<file path="config.mk">
export PLATFORM = sky130hd
export DESIGN_NAME = vsog_cmd_queue
export DESIGN_NICKNAME = d
export VERILOG_FILES = /design/src/rtl/vsog_pkg.sv /design/src/rtl/vsog_cmd_queue.sv
export SDC_FILE = /design/constraint.sdc
export NUM_CORES = 1
export LEC_CHECK = 0
export BUFFER_PORTS_ARGS = -buffer_cell sky130_fd_sc_hd__buf_4
export CORE_UTILIZATION = 45
export CTS_BUF_LIST = sky130_fd_sc_hd__clkbuf_4
export CTS_CLUSTER_DIAMETER = 60
export DETAILED_ROUTE_END_ITERATION = 7
export PLACE_DENSITY = 0.83
export SYNTH_ARGS = -nofsm -noshare
export SYNTH_HDL_FRONTEND = slang
export SYNTH_SLANG_ARGS = --single-unit
</file>
<file path="constraint.sdc">
create_clock -name clk -period 5.2 [get_ports clk]
set_input_delay 0 -clock clk [delete_from_list [all_inputs] [get_ports clk]]
set_output_delay 0 -clock clk [all_outputs]
set_load 0.005 [all_outputs]
</file>
<file path="src/rtl/vsog_pkg.sv">
// Shared types and constants for the voxel sphere occupancy grid.
// Used by the front, the command queue, the back and the top level.
// Depends on nothing.
`timescale 1ns / 1ps
`default_nettype none

package vsog_pkg;

    localparam int COORD_W   = 16;
    localparam int CFG_W     = 12;
    localparam int RAD_W     = 4;
    localparam int LIM_W     = 3;
    localparam int SNAP_W    = 18;
    localparam int SQ_W      = 24;
    localparam int OFF_W     = 4;
    localparam int OUT_CNT_W = 8;
    localparam int DATA_W    = 32;
    localparam int PADDR_W   = 4;

    localparam logic OP_ADD   = 1'b0;
    localparam logic OP_QUERY = 1'b1;

    localparam logic [1:0] REG_GRID_STEP    = 2'd0;
    localparam logic [1:0] REG_CUTOFF_DIST  = 2'd1;
    localparam logic [1:0] REG_STAMP_RADIUS = 2'd2;

    localparam logic [CFG_W-1:0] GRID_STEP_RST    = 12'd32;
    localparam logic [CFG_W-1:0] CUTOFF_DIST_RST  = 12'd170;
    localparam logic [RAD_W-1:0] STAMP_RADIUS_RST = 4'd6;

    typedef struct packed {
        logic                     op;
        logic signed [SNAP_W-1:0] sx;
        logic signed [SNAP_W-1:0] sy;
        logic signed [SNAP_W-1:0] sz;
        logic [SQ_W-1:0]          g2;
        logic [SQ_W-1:0]          c2;
        logic [LIM_W-1:0]         lim;
    } cmd_t;

    typedef enum logic [1:0] {
        F_IDLE,
        F_DIV,
        F_ROUND,
        F_PUSH
    } front_state_t;

    typedef enum logic [2:0] {
        B_CLEAR,
        B_IDLE,
        B_EVAL,
        B_STAMP,
        B_QUERY,
        B_QDATA,
        B_FINISH
    } back_state_t;

endpackage

`default_nettype wire

</file>
<file path="src/rtl/vsog_cmd_queue.sv">
// Two-entry command queue between the front and the back.
// Depends on vsog_pkg.
`timescale 1ns / 1ps
`default_nettype none

module vsog_cmd_queue (
    input  logic           clk,
    input  logic           rst_n,
    input  logic           wr_en,
    input  vsog_pkg::cmd_t wr_data,
    output logic           q_full,
    input  logic           rd_en,
    output vsog_pkg::cmd_t rd_data,
    output logic           q_empty
);
    import vsog_pkg::*;

    cmd_t q_reg [2];
    logic wr_ptr_reg;
    logic rd_ptr_reg;
    logic [1:0] cnt_reg;

    assign q_full = cnt_reg == 2'd2;
    assign q_empty = cnt_reg == 2'd0;
    assign rd_data = q_reg[rd_ptr_reg];

    always_ff @(posedge clk or negedge rst_n)
    begin
        if (!rst_n)
        begin
            wr_ptr_reg <= 1'b0;
            rd_ptr_reg <= 1'b0;
            cnt_reg <= '0;
        end
        else
        begin
            if (wr_en)
                wr_ptr_reg <= !wr_ptr_reg;
            if (rd_en)
                rd_ptr_reg <= !rd_ptr_reg;
            if (wr_en && !rd_en)
                cnt_reg <= cnt_reg + 2'd1;
            else if (rd_en && !wr_en)
                cnt_reg <= cnt_reg - 2'd1;
        end
    end

    always_ff @(posedge clk)
    begin
        if (wr_en)
            q_reg[wr_ptr_reg] <= wr_data;
    end

endmodule

`default_nettype wire

</file>
* Word-level counts from Yosys, hierarchy flattened
Memory sizes are Yosys's and may differ from the RTL's.
Cells that the tools add are included.
Widths: inputs -> output; s select.
** Word-level totals
- Register bits :: 4
- Bits in writable memories :: 212
- Output and inout bits :: 108
- Logic and storage cells :: 19
- Memories kept :: 1
** Memories
- q_reg :: words 2, width 106, rd ports 1, clocked after memory_dff 0, write ports 1, RTL line vsog_cmd_queue.sv:18 : cmd_t q_reg [2];
** Cells by class
- Add/subtract/negate cells :: 2
- Eq/ne operators :: 1
- Multiplexer cells :: 4
- Reduce and logical (&&, ||, !) cells :: 8
** Operators by type and width (count)
- $logic_not 1->1 :: 4
- $mux 2 :: 2
- $add 2x1->2 const B :: 1
- $eq 2x2->1 const B :: 1
- $logic_and 1x1->1 :: 2
- $logic_not 2->1 :: 1
- $mux 1 :: 2
- $reduce_bool 2->1 :: 1
- $sub 2x1->2 const B :: 1

* Depth between registers and ports, before layout
Gate-level depths: netlist (run 1).
- Word-level depth :: 4
- Mapped depth :: 5
- Depth with buffers taken out :: 5

* Worst setup path before layout (run 1)
No wires, ideal clock.
- Kind :: flip-flop to flip-flop
- Start point :: register wr_ptr_reg
- End point :: memory q_reg[0][0] (netlist name), enable pin
- Setup time :: 0.585 ns
- Arrival time :: 5.092 ns
- Required time :: 4.615 ns
- Slack :: -0.477 ns
- Cell stages (with the launch flop) :: 2
- Buffers on the path :: 0
- Period minus slack after synthesis :: 5.677 ns
- Path through :: dfrtp_1 > nor2b_1
** RTL lines
- from (decl) :: RTL line vsog_cmd_queue.sv:19 : logic wr_ptr_reg;
- from (signal assigned) :: RTL line vsog_cmd_queue.sv:38 : wr_ptr_reg <= !wr_ptr_reg;
- to (decl) :: RTL line vsog_cmd_queue.sv:18
No word-level cell before the write port.

==> results.json, run 1 <==
{
  "finClkSkew_ns": 0.0181,
  "synth_top_area_frac": 0.801,
  "final_util": 0.667,
  "ios": 218,
  "fin_nets": 828,
  "grtUsageMet1": 0.201,
  "synth.avg_cell_area_um2": 23.0,
  "drtIter0Drc": 136,
  "path_class": "reg -> out",
  "yosysSeqAreaShare": 0.813,
  "status": "finished clean",
  "grt.total_usage": 0.187,
  "worst_slew_pin_slew_ns": 0.954,
  "ctsLongestPathBuffers": 3,
  "std_cell_rows": 48,
  "setup_viol": 0,
  "placed_area_mm2": 0.00981,
  "drc": 0,
  "required_ns": 5.20,
  "power_switching_w": 0.00147,
  "fin_setup_tns_ns": 0,
  "ctsHtreeMaxLevel": 2,
  "die_x_um": 135,
  "p_int_w": 0.00395,
  "dp_hpwl_um": 9380,
  "p_clk_frac": 0.241,
  "coreArea_mm2": 0.0173,
  "holdWs_ns": 0.113,
  "power_density_mw_per_mm2": 469,
  "dieArea_mm2": 0.0182,
  "final_area_mm2": 0.0115,
  "met3_usage": 0.0612,
  "syn_inst": 346,
  "netlist_top_cells_area": "edfxtp_1, mux2_2, mux2_4",
  "slew_violations": 0,
  "period_share": 0.564,
  "netSwitchingFraction": 0.271,
  "antenna_found_initial": 0,
  "fmax_mhz": 341,
  "synth_area_mm2": 0.00795,
  "worstPathArrival_ns": 2.93,
  "synthesis.nets": 457,
  "largest_register_ffs": 212,
  "antenna_left": 0,
  "ir_worst_vdd_uv": 410,
  "cts_setup_buffers": 0,
  "avgViaCountPerCell": 4.72,
  "grt_pass1_wl_um": 25900,
  "clk_pin_slew_worst_paths_ns": 0.08,
  "final.min_clock_period_ns": 2.93,
  "relSlewSlack": 0.364,
  "routedWlPerCell_um": 17.5,
  "grt_max_degree": 60,
  "grt_overflow": 0,
  "top_usage_layer": "met2",
  "hp-class": "in -> reg",
  "ys_ff_latch": 216,
  "io_buffers": 217,
  "seq_power_share": 0.463,
  "die-height_um": 135,
  "grt_pass1_vias": 5085,
  "vias": 4633,
  "fillers": 1106,
  "detail_route.wirelength_um": 17200,
  "rsz0062_at_grt": "false",
  "final-hold-violation-count": 0,
  "initial_core_util": 0.460,
  "cts_tree": "done",
  "met2_usage": 0.340,
  "dr.pass1.iters": 4,
  "critical_path.max_fanout": 59,
  "cts_made_buffers": 50,
  "crit_path_end_kind": "primary output",
  "clk_latency_ns": 0.63,
  "cap_violations": 0,
  "layout-drive-gt1-share": 0.536,
  "yosysWarnings": 0,
  "start_kind": "flop",
  "area_growth_pct": 45.2,
  "p_comb_frac": 0.296,
  "power.leakage_nw": 4.52,
  "gp_congestion": 0.703,
  "yosys.area.top_type": "edfxtp_1",
  "clkSinkCount": 216,
  "root_buffer": "clkbuf_4",
  "synth_cell_types": 13
}
## per-stage QoR
step	std cells	setup WS, ns	power, W
after global routing	981	2.08	0.00568
after global placement	780	2.92	0.00402
after detailed placement	780	2.89	0.00408
after floorplan	346	1.60	0.00334
after CTS	981	2.19	0.00544
final	982	2.27	0.00542
## worst paths after layout
path | from | to | slack, ns | cells after the start
worst min register to register | cnt_reg[1]$_DFFE_PN0P_ | cnt_reg[1]$_DFFE_PN0P_ | 0.50 | 1
min in group asynchronous | rst_n | cnt_reg[1]$_DFFE_PN0P_ | 0.30 | 3
worst max register to register | wr_ptr_reg$_DFFE_PN0P_ | q_reg[1][89]$_DFFE_PP_ | 2.97 | 2
worst min-delay path | wr_data[4] | q_reg[1][4]$_DFFE_PP_ | 0.11 | 2
worst max-delay path | rd_ptr_reg$_DFFE_PN0P_ | rd_data[10] | 2.27 | 3
max in group asynchronous | rst_n | rd_ptr_reg$_DFFE_PN0P_ | 4.70 | 3
## cell usage in the layout, fill, tap and decap left out, types with 2 or more instances in the layout
cell           Yosys  routed
buf_4              0     221
dlygate4sd3_1      0     110
clkinv_1           0      16
mux2_2            76      76
dfrtp_1            4       3
xor2_1             4       4
edfxtp_1         212     212
mux2_4            30      30
nor2_1             2       2
clkbuf_4           0      75
## cell type report
cell class	instances	area, um2	share of cell area
clock inverters	16	60.1	0.00520
flip-flops and latches	216	6470	0.561
inverters	1	3.75	0.000325
well taps	225	282	0.0244
diodes	1	2.50	0.000217
multi-input cells	117	1400	0.121
repair buffers	331	2760	0.239
clock buffers	75	563	0.0488
## metal layers
metal  wire length, um  up-vias
met5                 0        -
met4               274        0
met3              1170       29
met2              9250      193
met1              6520     2261
li1                  -     2150
## Yosys cell counts
master and instances:
inv_1 1, buf_6 5, buf_2 7, nor2_1 2, xor2_1 4, nor2b_1 2, mux2_2 76, xnor2_1 1
and2_1 1, ha_1 1, dfrtp_1 4, mux2_4 30, edfxtp_1 212
## worst max-delay path, stage by stage, from the launching register on
cell and delay (ns):
dfrtp_4 1.02, buf_4 0.67, mux2_2 0.43, buf_4 0.14
## cell families after synthesis
kind of cell	share of synthesized area
multiplexers	0.164
buffers and inverters	0.0120
adder cells (fa/ha/maj)	0.00157
AND/OR/NAND/NOR	0.00331
flip-flops	0.813
XOR/XNOR	0.00551
## what timing repair did
action                                  4_1_cts  5_1_grt
endpoints found under the setup margin        0        0
gates resized for setup                       0        0
endpoints found under the hold margin       220        0
hold buffers                                110        0
## power by group through the flow
stage | combinational, W | sequential (W) | clock [W]
final | 0.00161 | 0.00251 | 0.00130
after global routing | 0.00171 | 0.00254 | 0.00143
after CTS | 0.00161 | 0.00251 | 0.00133
after detailed placement | 0.00153 | 0.00255 | 0
after global placement | 0.00150 | 0.00252 | 0
after floorplan | 0.000908 | 0.00243 | 0
Power figures use the tool's default switching activity.
==> run 2, diff against run 1 <==
==> constraint.sdc (replaced) <==
create_clock -name clk -period 2.5 [get_ports clk]
set_input_delay 0 -clock clk [delete_from_list [all_inputs] [get_ports clk]]
set_output_delay 0 -clock clk [all_outputs]
set_load 0.005 [all_outputs]
==> run 2 against run 1 <==
Compared with the run above: critical path depth did not move; flip-flop and latch count stayed put; core utilization rose by 0.85 points; first-iteration DRC count up 25%; sequential share of layout area is 0.70 points lower; cell count rose by 0.92%; global-route usage shrank 0.49 points; critical path type unchanged.
==> results.json, run 2 (synthesis results as in run 1) <==
{
  "status": "finished clean",
  "antenna_found_initial": 0,
  "cts_setup_buffers": 0,
  "drtIter0Drc": 170,
  "layout-drive-gt1-share": 0.540,
  "final_cell_mix": "buf_4, edfxtp_1, dlygate4sd3_1",
  "grt_pass1_vias": 5297,
  "dr.pass1.iters": 4,
  "area_growth_pct": 47.0,
  "clk_pin_slew_worst_paths_ns": 0.07,
  "diodes": 0,
  "rsz0062_at_grt": "false",
  "gp_congestion": 0.710,
  "grt_max_degree": 79,
  "p_comb_frac": 0.309,
  "cts_tree": "done",
  "layout_commonest_cell": "buf_4",
  "grt_overflow": 0,
  "required_ns": 2.50,
  "netSwitchingFraction": 0.264,
  "p_clk_frac": 0.244,
  "power.leakage_nw": 4.60,
  "ir_worst_vdd_uv": 608,
  "io_buffers": 217,
  "detail_route.wirelength_um": 16500,
  "dp_hpwl_um": 9730,
  "grt.total_usage": 0.182,
  "multi_input_area_mm2": 0.00140,
  "drc": 0,
  "avgViaCountPerCell": 4.75,
  "power_switching_w": 0.00304,
  "fillers": 1110,
  "start_kind": "flop",
  "crit_path_end_kind": "primary output",
  "largest_register_ffs": 212,
  "vias": 4707,
  "std_cell_rows": 48,
  "worst_slew_pin_slew_ns": 0.619,
  "ctsHtreeMaxLevel": 2,
  "hp-class": "in -> reg",
  "dieArea_mm2": 0.0182,
  "antenna_left": 0,
  "finClkSkew_ns": 0.0458,
  "clkSinkCount": 216,
  "coreArea_mm2": 0.0173,
  "power_density_mw_per_mm2": 983,
  "clk_latency_ns": 0.63,
  "cts_made_buffers": 54,
  "root_buffer": "clkbuf_4",
  "p_int_w": 0.00845,
  "path_class": "reg -> out",
  "ctsLongestPathBuffers": 3,
  "routedWlPerCell_um": 16.7,
  "relSlewSlack": 0.588,
  "seq_power_share": 0.447,
  "grt_pass1_wl_um": 25400,
  "period_share": 0.912,
  "ios": 218,
  "cap_violations": 0,
  "setup_viol": 0,
  "fin_nets": 836,
  "min_path_cells": 2,
  "fin_setup_tns_ns": 0,
  "ff2ff_path_depth": 2,
  "holdWs_ns": 0.0879,
  "final-hold-violation-count": 0,
  "slew_violations": 0,
  "die-height_um": 135,
  "regArea_mm2": 0.00647,
  "final.min_clock_period_ns": 2.28,
  "critical_path.max_fanout": 39,
  "worstPathArrival_ns": 2.28,
  "initial_core_util": 0.460,
  "power.total_w": 0.0115,
  "fmax_mhz": 439,
  "die_x_um": 135
}
## run 2: cell count changes in the layout (fill, tap and decap cells not counted)
cell	delta
bufinv_16	+1
clkinv_1	+1
diode_2	-1
clkbuf_4	+1
buf_4	-1
buf_12	+5
clkinv_2	+3
## run 2: cell type report
| class | instances | area share |
|---|---|---|
| Sequential cell | 216 | 0.554 |
| Clock inverter | 21 | 0.00931 |
| Timing Repair Buffer | 335 | 0.244 |
| Multi-Input combinational cell | 117 | 0.120 |
| Inverter | 1 | 0.000321 |
| Tap cell | 225 | 0.0241 |
| Clock buffer | 76 | 0.0488 |
## run 2: metal layers
layer | track usage | wire, um | part of all wire | vias to the layer above
met5 | 0 | 0 | 0 | -
met1 | 0.182 | 6010 | 0.36 | 2299
met4 | 0.0755 | 371 | 0.022 | 0
met2 | 0.339 | 8890 | 0.54 | 203
li1 | - | - | - | 2170
met3 | 0.0642 | 1270 | 0.077 | 35
## run 2: what timing repair did
| action | 4_1_cts | 5_1_grt |
|---|---|---|
| hold buffers | 110 | 0 |
| gates resized for setup | 0 | 0 |
| hold endpoints to repair | 248 | 0 |
## run 2: path summary, 6_finish.rpt
check	from	endpoint	slack, ns
setup / recovery	rd_ptr_reg$_DFFE_PN0P_	rd_data[97]	0.22
hold / removal	wr_data[35]	q_reg[0][35]$_DFFE_PP_	0.09
setup reg to reg	wr_ptr_reg$_DFFE_PN0P_	q_reg[1][23]$_DFFE_PP_	0.86
hold reg to reg	cnt_reg[1]$_DFFE_PN0P_	cnt_reg[1]$_DFFE_PN0P_	0.49
max in group asynchronous	rst_n	rd_ptr_reg$_DFFE_PN0P_	2.05
min in group asynchronous	rst_n	cnt_reg[1]$_DFFE_PN0P_	0.26
## run 2: power groups by stage
stage | Sequential (W) | Clock (W) | Combinational, W
after CTS | 0.00513 | 0.00289 | 0.00356
after floorplan | 0.00502 | 0 | 0.00189
after detailed placement | 0.00520 | 0 | 0.00340
after global placement | 0.00515 | 0 | 0.00333
final | 0.00513 | 0.00280 | 0.00355
after global routing | 0.00520 | 0.00309 | 0.00378
## run 2: per-stage QoR
step / utilization / area [um2] / worst slack [ns] / std cells
final: 0.676 / 11700 / 0.220 / 991
after floorplan: - / 7960 / 0.0801 / 346
after CTS: 0.676 / 11700 / 0.134 / 991
after global placement: 0.573 / 9910 / 0.875 / 784
after detailed placement: 0.573 / 9910 / 0.848 / 784
after global routing: 0.676 / 11700 / 0.0710 / 991
## run 2: worst max-delay path: stages (launching register included)
cell and delay [ns]:
dfrtp_4 0.82, buf_12 0.31, mux2_2 0.37, buf_4 0.14
