$ cat src/rtl/vsog_pkg.sv
// Shared types and constants for the voxel sphere occupancy grid.
// Used by the front, the command queue, the back and the top level.
// Depends on nothing.
`timescale 1ns / 1ps
`default_nettype none

package vsog_pkg;

    localparam int COORD_W   = 16;
    localparam int CFG_W     = 12;
    localparam int RAD_W     = 4;
    localparam int LIM_W     = 3;
    localparam int SNAP_W    = 18;
    localparam int SQ_W      = 24;
    localparam int OFF_W     = 4;
    localparam int OUT_CNT_W = 8;
    localparam int DATA_W    = 32;
    localparam int PADDR_W   = 4;

    localparam logic OP_ADD   = 1'b0;
    localparam logic OP_QUERY = 1'b1;

    localparam logic [1:0] REG_GRID_STEP    = 2'd0;
    localparam logic [1:0] REG_CUTOFF_DIST  = 2'd1;
    localparam logic [1:0] REG_STAMP_RADIUS = 2'd2;

    localparam logic [CFG_W-1:0] GRID_STEP_RST    = 12'd32;
    localparam logic [CFG_W-1:0] CUTOFF_DIST_RST  = 12'd170;
    localparam logic [RAD_W-1:0] STAMP_RADIUS_RST = 4'd6;

    typedef struct packed {
        logic                     op;
        logic signed [SNAP_W-1:0] sx;
        logic signed [SNAP_W-1:0] sy;
        logic signed [SNAP_W-1:0] sz;
        logic [SQ_W-1:0]          g2;
        logic [SQ_W-1:0]          c2;
        logic [LIM_W-1:0]         lim;
    } cmd_t;

    typedef enum logic [1:0] {
        F_IDLE,
        F_DIV,
        F_ROUND,
        F_PUSH
    } front_state_t;

    typedef enum logic [2:0] {
        B_CLEAR,
        B_IDLE,
        B_EVAL,
        B_STAMP,
        B_QUERY,
        B_QDATA,
        B_FINISH
    } back_state_t;

endpackage

`default_nettype wire

$ cat src/rtl/vsog_front.sv
// Front end: accepts a transaction, snaps the point to a cell with a
// bit-serial divider per axis and builds a command. Depends on vsog_pkg.
`timescale 1ns / 1ps
`default_nettype none

module vsog_front #(
    parameter int MAX_RADIUS = 8
) (
    input  logic                          clk,
    input  logic                          rst_n,
    input  logic                          push,
    output logic                          full,
    input  logic                          opcode,
    input  logic signed [15:0]            coord_x,
    input  logic signed [15:0]            coord_y,
    input  logic signed [15:0]            coord_z,
    input  logic [11:0]                   grid_step,
    input  logic [11:0]                   cutoff_dist,
    input  logic [3:0]                    stamp_radius,
    input  logic                          clear_busy,
    output vsog_pkg::cmd_t                cmd,
    output logic                          cmd_push,
    input  logic                          cmd_full
);
    import vsog_pkg::*;

    localparam int CNT_W = $clog2(COORD_W);

    front_state_t state_reg, state_next;
    logic [CNT_W-1:0] cnt_reg;
    logic [COORD_W-1:0] mag_reg [3];
    logic [CFG_W-1:0] rem_reg [3];
    logic [COORD_W-1:0] quo_reg [3];
    logic neg_reg [3];
    logic op_reg;
    logic [CFG_W-1:0] g_reg;
    logic [CFG_W-1:0] cut_reg;
    logic [LIM_W-1:0] lim_reg;
    cmd_t cmd_reg;

    logic signed [COORD_W-1:0] coord_in [3];
    logic [CFG_W:0] rem_sh [3];
    logic quo_bit [3];
    logic [CFG_W-1:0] rem_new [3];
    logic signed [SNAP_W-1:0] snap_val [3];
    logic [RAD_W-1:0] rad_c;
    logic accept;
    logic [SQ_W-1:0] g2;
    logic [SQ_W-1:0] c2;

    assign coord_in[0] = coord_x;
    assign coord_in[1] = coord_y;
    assign coord_in[2] = coord_z;
    assign accept = push && !full;
    assign cmd = cmd_reg;
    assign g2 = g_reg * g_reg;
    assign c2 = cut_reg * cut_reg;

    always_comb
    begin
        if (stamp_radius == '0)
            rad_c = RAD_W'(1);
        else if (stamp_radius > RAD_W'(MAX_RADIUS))
            rad_c = RAD_W'(MAX_RADIUS);
        else
            rad_c = stamp_radius;
    end

    // One quotient bit per cycle on each axis, restoring form.
    always_comb
    begin
        for (int i = 0; i < 3; i++)
        begin
            logic [COORD_W:0] qr;
            logic up;
            rem_sh[i] = {rem_reg[i], mag_reg[i][COORD_W-1]};
            quo_bit[i] = rem_sh[i] >= {1'b0, g_reg};
            rem_new[i] = quo_bit[i] ? CFG_W'(rem_sh[i] - {1'b0, g_reg})
                                    : rem_sh[i][CFG_W-1:0];
            up = {rem_reg[i], 1'b0} >= {1'b0, g_reg};
            qr = {1'b0, quo_reg[i]} + {{COORD_W{1'b0}}, up};
            snap_val[i] = neg_reg[i] ? -$signed({1'b0, qr}) : $signed({1'b0, qr});
        end
    end

    always_comb
    begin
        state_next = state_reg;
        unique case (state_reg)
            F_IDLE:
            begin
                if (accept)
                    state_next = F_DIV;
            end
            F_DIV:
            begin
                if (cnt_reg == CNT_W'(COORD_W - 1))
                    state_next = F_ROUND;
            end
            F_ROUND:
                state_next = F_PUSH;
            F_PUSH:
            begin
                if (!cmd_full)
                    state_next = F_IDLE;
            end
            default:
                state_next = F_IDLE;
        endcase
    end

    always_comb
    begin
        full = (state_reg != F_IDLE) || clear_busy;
        cmd_push = (state_reg == F_PUSH) && !cmd_full;
    end

    always_ff @(posedge clk or negedge rst_n)
    begin
        if (!rst_n)
        begin
            state_reg <= F_IDLE;
            cnt_reg <= '0;
        end
        else
        begin
            state_reg <= state_next;
            if (state_reg == F_DIV)
                cnt_reg <= cnt_reg + CNT_W'(1);
            else
                cnt_reg <= '0;
        end
    end

    always_ff @(posedge clk)
    begin
        if (accept)
        begin
            op_reg <= opcode;
            g_reg <= (grid_step == '0) ? CFG_W'(1) : grid_step;
            cut_reg <= cutoff_dist;
            lim_reg <= LIM_W'(rad_c - RAD_W'(1));
            for (int i = 0; i < 3; i++)
            begin
                neg_reg[i] <= coord_in[i][COORD_W-1];
                mag_reg[i] <= coord_in[i][COORD_W-1] ? COORD_W'(-coord_in[i])
                                                     : COORD_W'(coord_in[i]);
                rem_reg[i] <= '0;
                quo_reg[i] <= '0;
            end
        end
        else if (state_reg == F_DIV)
        begin
            for (int i = 0; i < 3; i++)
            begin
                mag_reg[i] <= {mag_reg[i][COORD_W-2:0], 1'b0};
                rem_reg[i] <= rem_new[i];
                quo_reg[i] <= {quo_reg[i][COORD_W-2:0], quo_bit[i]};
            end
        end
        if (state_reg == F_ROUND)
        begin
            cmd_reg.op <= op_reg;
            cmd_reg.sx <= snap_val[0];
            cmd_reg.sy <= snap_val[1];
            cmd_reg.sz <= snap_val[2];
            cmd_reg.g2 <= g2;
            cmd_reg.c2 <= c2;
            cmd_reg.lim <= lim_reg;
        end
    end

endmodule

`default_nettype wire

$ cat config.mk
export PLATFORM = sky130hd
export DESIGN_NAME = vsog_front
export DESIGN_NICKNAME = d
export VERILOG_FILES = /design/src/rtl/vsog_pkg.sv /design/src/rtl/vsog_front.sv
export SDC_FILE = /design/constraint.sdc
export NUM_CORES = 1
export LEC_CHECK = 0
export BUFFER_PORTS_ARGS = -buffer_cell sky130_fd_sc_hd__buf_2
export CAP_MARGIN = 20
export CORE_MARGIN = 2
export CORE_UTILIZATION = 49
export DETAILED_ROUTE_END_ITERATION = 8
export GPL_ROUTABILITY_DRIVEN = 0
export PLACE_DENSITY = 0.73
export SETUP_SLACK_MARGIN = 0.15
export SYNTH_ARGS = -nofsm -noshare
export SYNTH_HDL_FRONTEND = slang
export SYNTH_SLANG_ARGS = --single-unit
$ cat constraint.sdc
create_clock -name clk -period 5.5 [get_ports clk]
set_input_delay 0.825 -clock clk [delete_from_list [all_inputs] [get_ports clk]]
set_output_delay 0.825 -clock clk [all_outputs]
set_load 0.02 [all_outputs]
# Yosys cells after proc, flatten, opt, wreduce, memory -nomap -nowiden
# Memory sizes are Yosys's and may differ from the RTL's.
# Cells that the tools add are included.
dict set report classes {
  addsub 14
  n_mul 2
  n_lt_le_gt_ge 7
  eq_ne 7
  muxes 30
  n_bitwise 9
  reduce_logical 10
}
# op count
set ops {}
lappend ops {{$mux W16} 9}
lappend ops {{$ge A13 B12 Y1} 6}
lappend ops {{$mux W12} 6}
lappend ops {{$neg A17 Y18} 3}
lappend ops {{$add A16 B1 Y17} 3}
lappend ops {{$mux W17} 3}
lappend ops {{$mul A12 B12 Y24} 2}
lappend ops {{$neg A16 Y16} 3}
lappend ops {{$sub A12 B12 Y12} 3}
lappend ops {{$logic_not A12 Y1} 1}
lappend ops {{$or A1 B1 Y1} 9}
lappend ops {{$pmux W2 S4} 1}
lappend ops {{$mux W2} 3}
lappend ops {{$mux W3} 2}
lappend ops {{$ne A2 B2 Y1 const B} 3}
lappend ops {{$mux W1} 5}
lappend ops {{$add A4 B1 Y4 const B} 1}
lappend ops {{$eq A2 B2 Y1 const B} 2}
lappend ops {{$eq A4 B4 Y1 const B} 1}
lappend ops {{$gt A4 B4 Y1 const B} 1}
lappend ops {{$logic_not A4 Y1} 1}
lappend ops {{$mux W4} 1}
lappend ops {{$reduce_and A3 Y1} 1}
lappend ops {{$sub A3 B1 Y3 const B} 1}
lappend ops {{other kinds (6)} 8}
dict set report word_totals {
  reg_bits 140
  ramBits 135
  wordCells 99
  mem_count 4
}
# memory depth word_bits read_ports rd_clocked_by_memory_dff write_ports line_no
set memory_table {}
lappend memory_table {mag_reg 3 16 3 0 3 vsog_front.sv:31} ;# logic [COORD_W-1:0] mag_reg [3];
lappend memory_table {quo_reg 3 16 3 0 3 vsog_front.sv:33} ;# logic [COORD_W-1:0] quo_reg [3];
lappend memory_table {rem_reg 3 12 3 0 3 vsog_front.sv:32} ;# logic [CFG_W-1:0] rem_reg [3];
lappend memory_table {neg_reg 3 1 3 0 3 vsog_front.sv:34} ;# logic neg_reg [3];

# Logic depth before layout (Yosys ltp)
dict set report logic_depth {
  word_depth 7
  ltp_mapped 22
}

# Least setup slack after synthesis
# No wires, ideal clock.
dict set report synth_path {
  path_kind {reg-to-reg}
  start {reg g_reg[1]}
  end {reg cmd_reg (netlist bit cmd[49]) (data pin)}
  setup_ns 0.255
  arrival_time_ns 5.377
  slack_ns -0.133
  stages_incl_launch_ff 18
  path_buffers 1
  period_less_slack_ns 5.633
  path_cell_list {edfxtp_1 > inv_1 > clkbuf_1 > nor2_1 > fa_1 > inv_1 > fa_1 > inv_1 > fa_1 > fa_1 > fa_1 > ha_1 > a21oi_1 > nand2_1 > o21ai_0 > o21ai_0 > or3b_2 > and3_1}
}
dict set report synth_via {
  elab_chain_len 1
}
# item line_no
set synth_rtl {}
lappend synth_rtl {{start: declaration} vsog_front.sv:36} ;# logic [CFG_W-1:0] g_reg;
lappend synth_rtl {{start signal: assignment} vsog_front.sv:140} ;# g_reg <= (grid_step == '0) ? CFG_W'(1) : grid_step;
lappend synth_rtl {{$mul A12 B12 Y24} vsog_front.sv:56} ;# assign g2 = g_reg * g_reg;
lappend synth_rtl {{named net g2[22]} vsog_front.sv:48} ;# logic [SQ_W-1:0] g2;
lappend synth_rtl {{end: declaration} vsog_front.sv:39} ;# cmd_t cmd_reg;
# The timed path passes the listed nets, and every way through them passes these cells.
# A chain may end at the register's enable or synchronous reset.

# Worst setup path in the final report
dict set report layout_path {
  start {reg cut_reg[5]}
  end {reg cmd_reg (netlist bit cmd[25]) (data pin)}
}
dict set report layout_via {
  elab_chain_len 1
}
# item line_no
set layout_rtl {}
lappend layout_rtl {{start: declaration} vsog_front.sv:37} ;# logic [CFG_W-1:0] cut_reg;
lappend layout_rtl {{start signal: assignment} vsog_front.sv:141} ;# cut_reg <= cutoff_dist;
lappend layout_rtl {{$mul A12 B12 Y24} vsog_front.sv:57} ;# assign c2 = cut_reg * cut_reg;
lappend layout_rtl {{named net c2[22]} vsog_front.sv:49} ;# logic [SQ_W-1:0] c2;
# The timed path passes the listed nets, and every way through them passes these cells.

==> flow_summary_export.csv <==
group,metric,value,unit
synthesis,synth-simple-area-share,0.150,
worst_setup_path,endpoint_kind,"register",
worst_setup_path,worst-path-max-fanout,8,
finish,num_antenna_cells,0,
timing,rsz0062_at_grt,"yes",
floorplanning,dieArea,49400,sq um
finish,largest_reg_flops,104,
route,post_drt_wl_per_cell,16.5,microns
global_route,grt_pass1_wl,84900,microns
timing,max_slew_margin,0.318,
floorplanning,die_h,222,microns
synthesis,syn_avg_cell_area,9.92,sq um
global_route,grt_pass1_vias,17400,
synthesis,ys_top_cells_by_area,"edfxtp_1, fa_1, ha_1",
synthesis,synth_top_area_frac,0.343,
timing,layout_min_cycle_time,5.31,ns
placement,io_buffers,187,
finish,final_cell_mix,"inv_1, edfxtp_1, buf_2",
timing,fmax,188,MHz
worst_setup_path,cp.arrival,5.61,ns
worst_setup_path,start_kind,"register",
route,route.vias.total,17500,
timing,setup-violations-final,0,
synthesis,synth_edf_count,267,
cts,clk_path_buf_depth,3,
floorplanning,num_rows,80,
cts,cts_sinks,273,
finish,fill_cells,3966,
finish,syn_to_final_growth,15.3,%
synthesis,synth_top_family_by_area,"adder cells",
route,ant_nets,0,
floorplanning,dieWidth,222,microns
timing,period_share,0.965,
synthesis,synth_xor_xnor_area_share,0.0731,
cts,cts_root_buf,"clkbuf_16",
cts,clk_latency,0.56,ns
timing,worstMarginPinSlew,1.02,ns
finish,layout-drive-gt1-share,0.173,
worst_setup_path,critPathKind,"reg -> reg",
route,drtPass1Iterations,6,
synthesis,synth-compound-area-share,0.100,
global_route,globalRouteOverflowTotal,0,
floorplanning,start_util,0.493,
synthesis,yosysWarnings,0,
global_route,track_usage,0.210,
global_route,antenna_found_initial,0,
route,wl,53200,microns
worst_setup_path,worstPathRequired,5.80,ns
synthesis,ys_seq_area_frac,0.350,
synthesis,ys.flop_type,"edfxtp_1",
synthesis,muxShareOfSynthArea,0.0206,
cts,cts-buffers-inserted,35,
route,dr.first_iter.drc_count,1055,
timing,hold_viol_final,0,
cts,cts_tree,"yes",
floorplanning,pin_count,190,
worst_setup_path,crit_start,"cut_reg[5]",
synthesis,syn_inst,2354,
synthesis,synth_top_cell_by_area,"edfxtp_1",
worst_setup_path,crit-reg2reg-launch,"cut_reg[5]",
global_route,grt_max_degree,105,
synthesis,mappedNetlistArea,23400,sq um
synthesis,ys_ff_latch,273,
cts,hold_buffers,0,
floorplanning,core,47300,sq um
timing,tns,0,ns
finish,final_nets,2999,
worst_hold_path,min_path_type,"in -> async",
cts,htreeDepth,2,
route,via_per_inst,5.43,
synthesis,ys_types,84,
cts,clkTransAtPathRegs,0.06,ns
placement,dpl.hpwl,39600,microns
worst_setup_path,r2r_cells,18,
run_status,status,"complete, no violations",
synthesis,synthAdderAreaFrac,0.235,
job,cap_violations,0,
route,route.detailed.drc,0,
timing,clock_skew,0.0221,ns
synthesis,async_flop_share,0.0220,
finish,final_common_cell,"inv_1",
timing,slew_viol_final,0,
## layout make-up
type	instances	area [sq um]	area share
Inverter	344	1290	0.0479
Tap cell	615	769	0.0286
Clock buffer	48	935	0.0347
Clock inverter	14	153	0.00567
Timing Repair Buffer	283	1710	0.0634
Sequential cell	273	8170	0.303
Multi-Input combinational cell	1642	13900	0.516
## layer usage
| metal | wire length, microns | track usage | part of all wire | vias to the layer above |
|---|---|---|---|---|
| met3 | 2740 | 0.0327 | 0.052 | 108 |
| met2 | 27000 | 0.376 | 0.51 | 397 |
| met4 | 1590 | 0.0782 | 0.030 | 0 |
| met5 | 0 | 0 | 0 | - |
| met1 | 21900 | 0.256 | 0.41 | 8587 |
| li1 | - | - | - | 8400 |
## cell usage after synthesis (67+ instances only)
cell type  instances
clkbuf_1          70
a21oi_1           67
xor2_1            78
inv_1            340
nor2_1           166
nand2_1          188
and2_1           102
o21ai_0          120
edfxtp_1         267
fa_1             167
ha_1             171
xnor2_1          117
## cell families (layout without fill, tap and decap cells)
| group | Yosys count | after routing |
|---|---|---|
| other | 1 | 2 |
| multiplexers | 47 | 47 |
| buffers and inverters | 440 | 689 |
| AND/OR/NAND/NOR | 695 | 695 |
| adder cells (fa/ha/maj) | 338 | 338 |
| AO/OA/AOI/OAI | 365 | 365 |
| XOR/XNOR | 195 | 195 |
| flip-flops | 273 | 273 |
## repair_timing
action,4_1_cts,5_1_grt
cloned,0,0
pin swaps,9,57
setup endpoints to repair,9,15
buffers inserted,16,18
resized for setup,10,90
## stage by stage
stage,cell area (sq um),instances,worst slack (ns),util,hold slack (ns)
3_5_place_dp,25200,3123,-0.0274,0.533,0.463
6_report,26900,3219,0.194,0.569,0.0864
4_1_cts,26500,3201,0.0721,0.559,0.0627
3_3_place_gp,25200,3123,0.0508,0.533,0.440
5_1_grt,26900,3219,0.0227,0.569,0.0771
2_1_floorplan,23400,2355,0.121,-,0.400
## worst paths after layout
check                          endpoint  slack, ns
max                             cmd[25]       0.19
min                        state_reg[0]       0.09
max reg2reg                     cmd[25]       0.19
min reg2reg                  cnt_reg[0]       0.47
max in group asynchronous    cnt_reg[0]       5.27
min in group clk                 op_reg       0.45
## worst max-delay path, cell delays in order, from the launching register on
cell and delay (ns):
edfxtp_1 0.54, buf_6 0.18, fa_1 0.48, fa_1 0.58
inv_2 0.04, fa_1 0.51, inv_2 0.04, fa_1 0.46
inv_1 0.05, fa_1 0.49, inv_2 0.05, ha_4 0.21
a21o_1 0.19, a21oi_2 0.15, nand2_2 0.11, o2111ai_4 0.24
a21oi_2 0.09, or4_1 0.50, and4_1 0.15
Power is not shown: default switching activity piles up to over one toggle a cycle in this logic, so the estimate is an artifact.
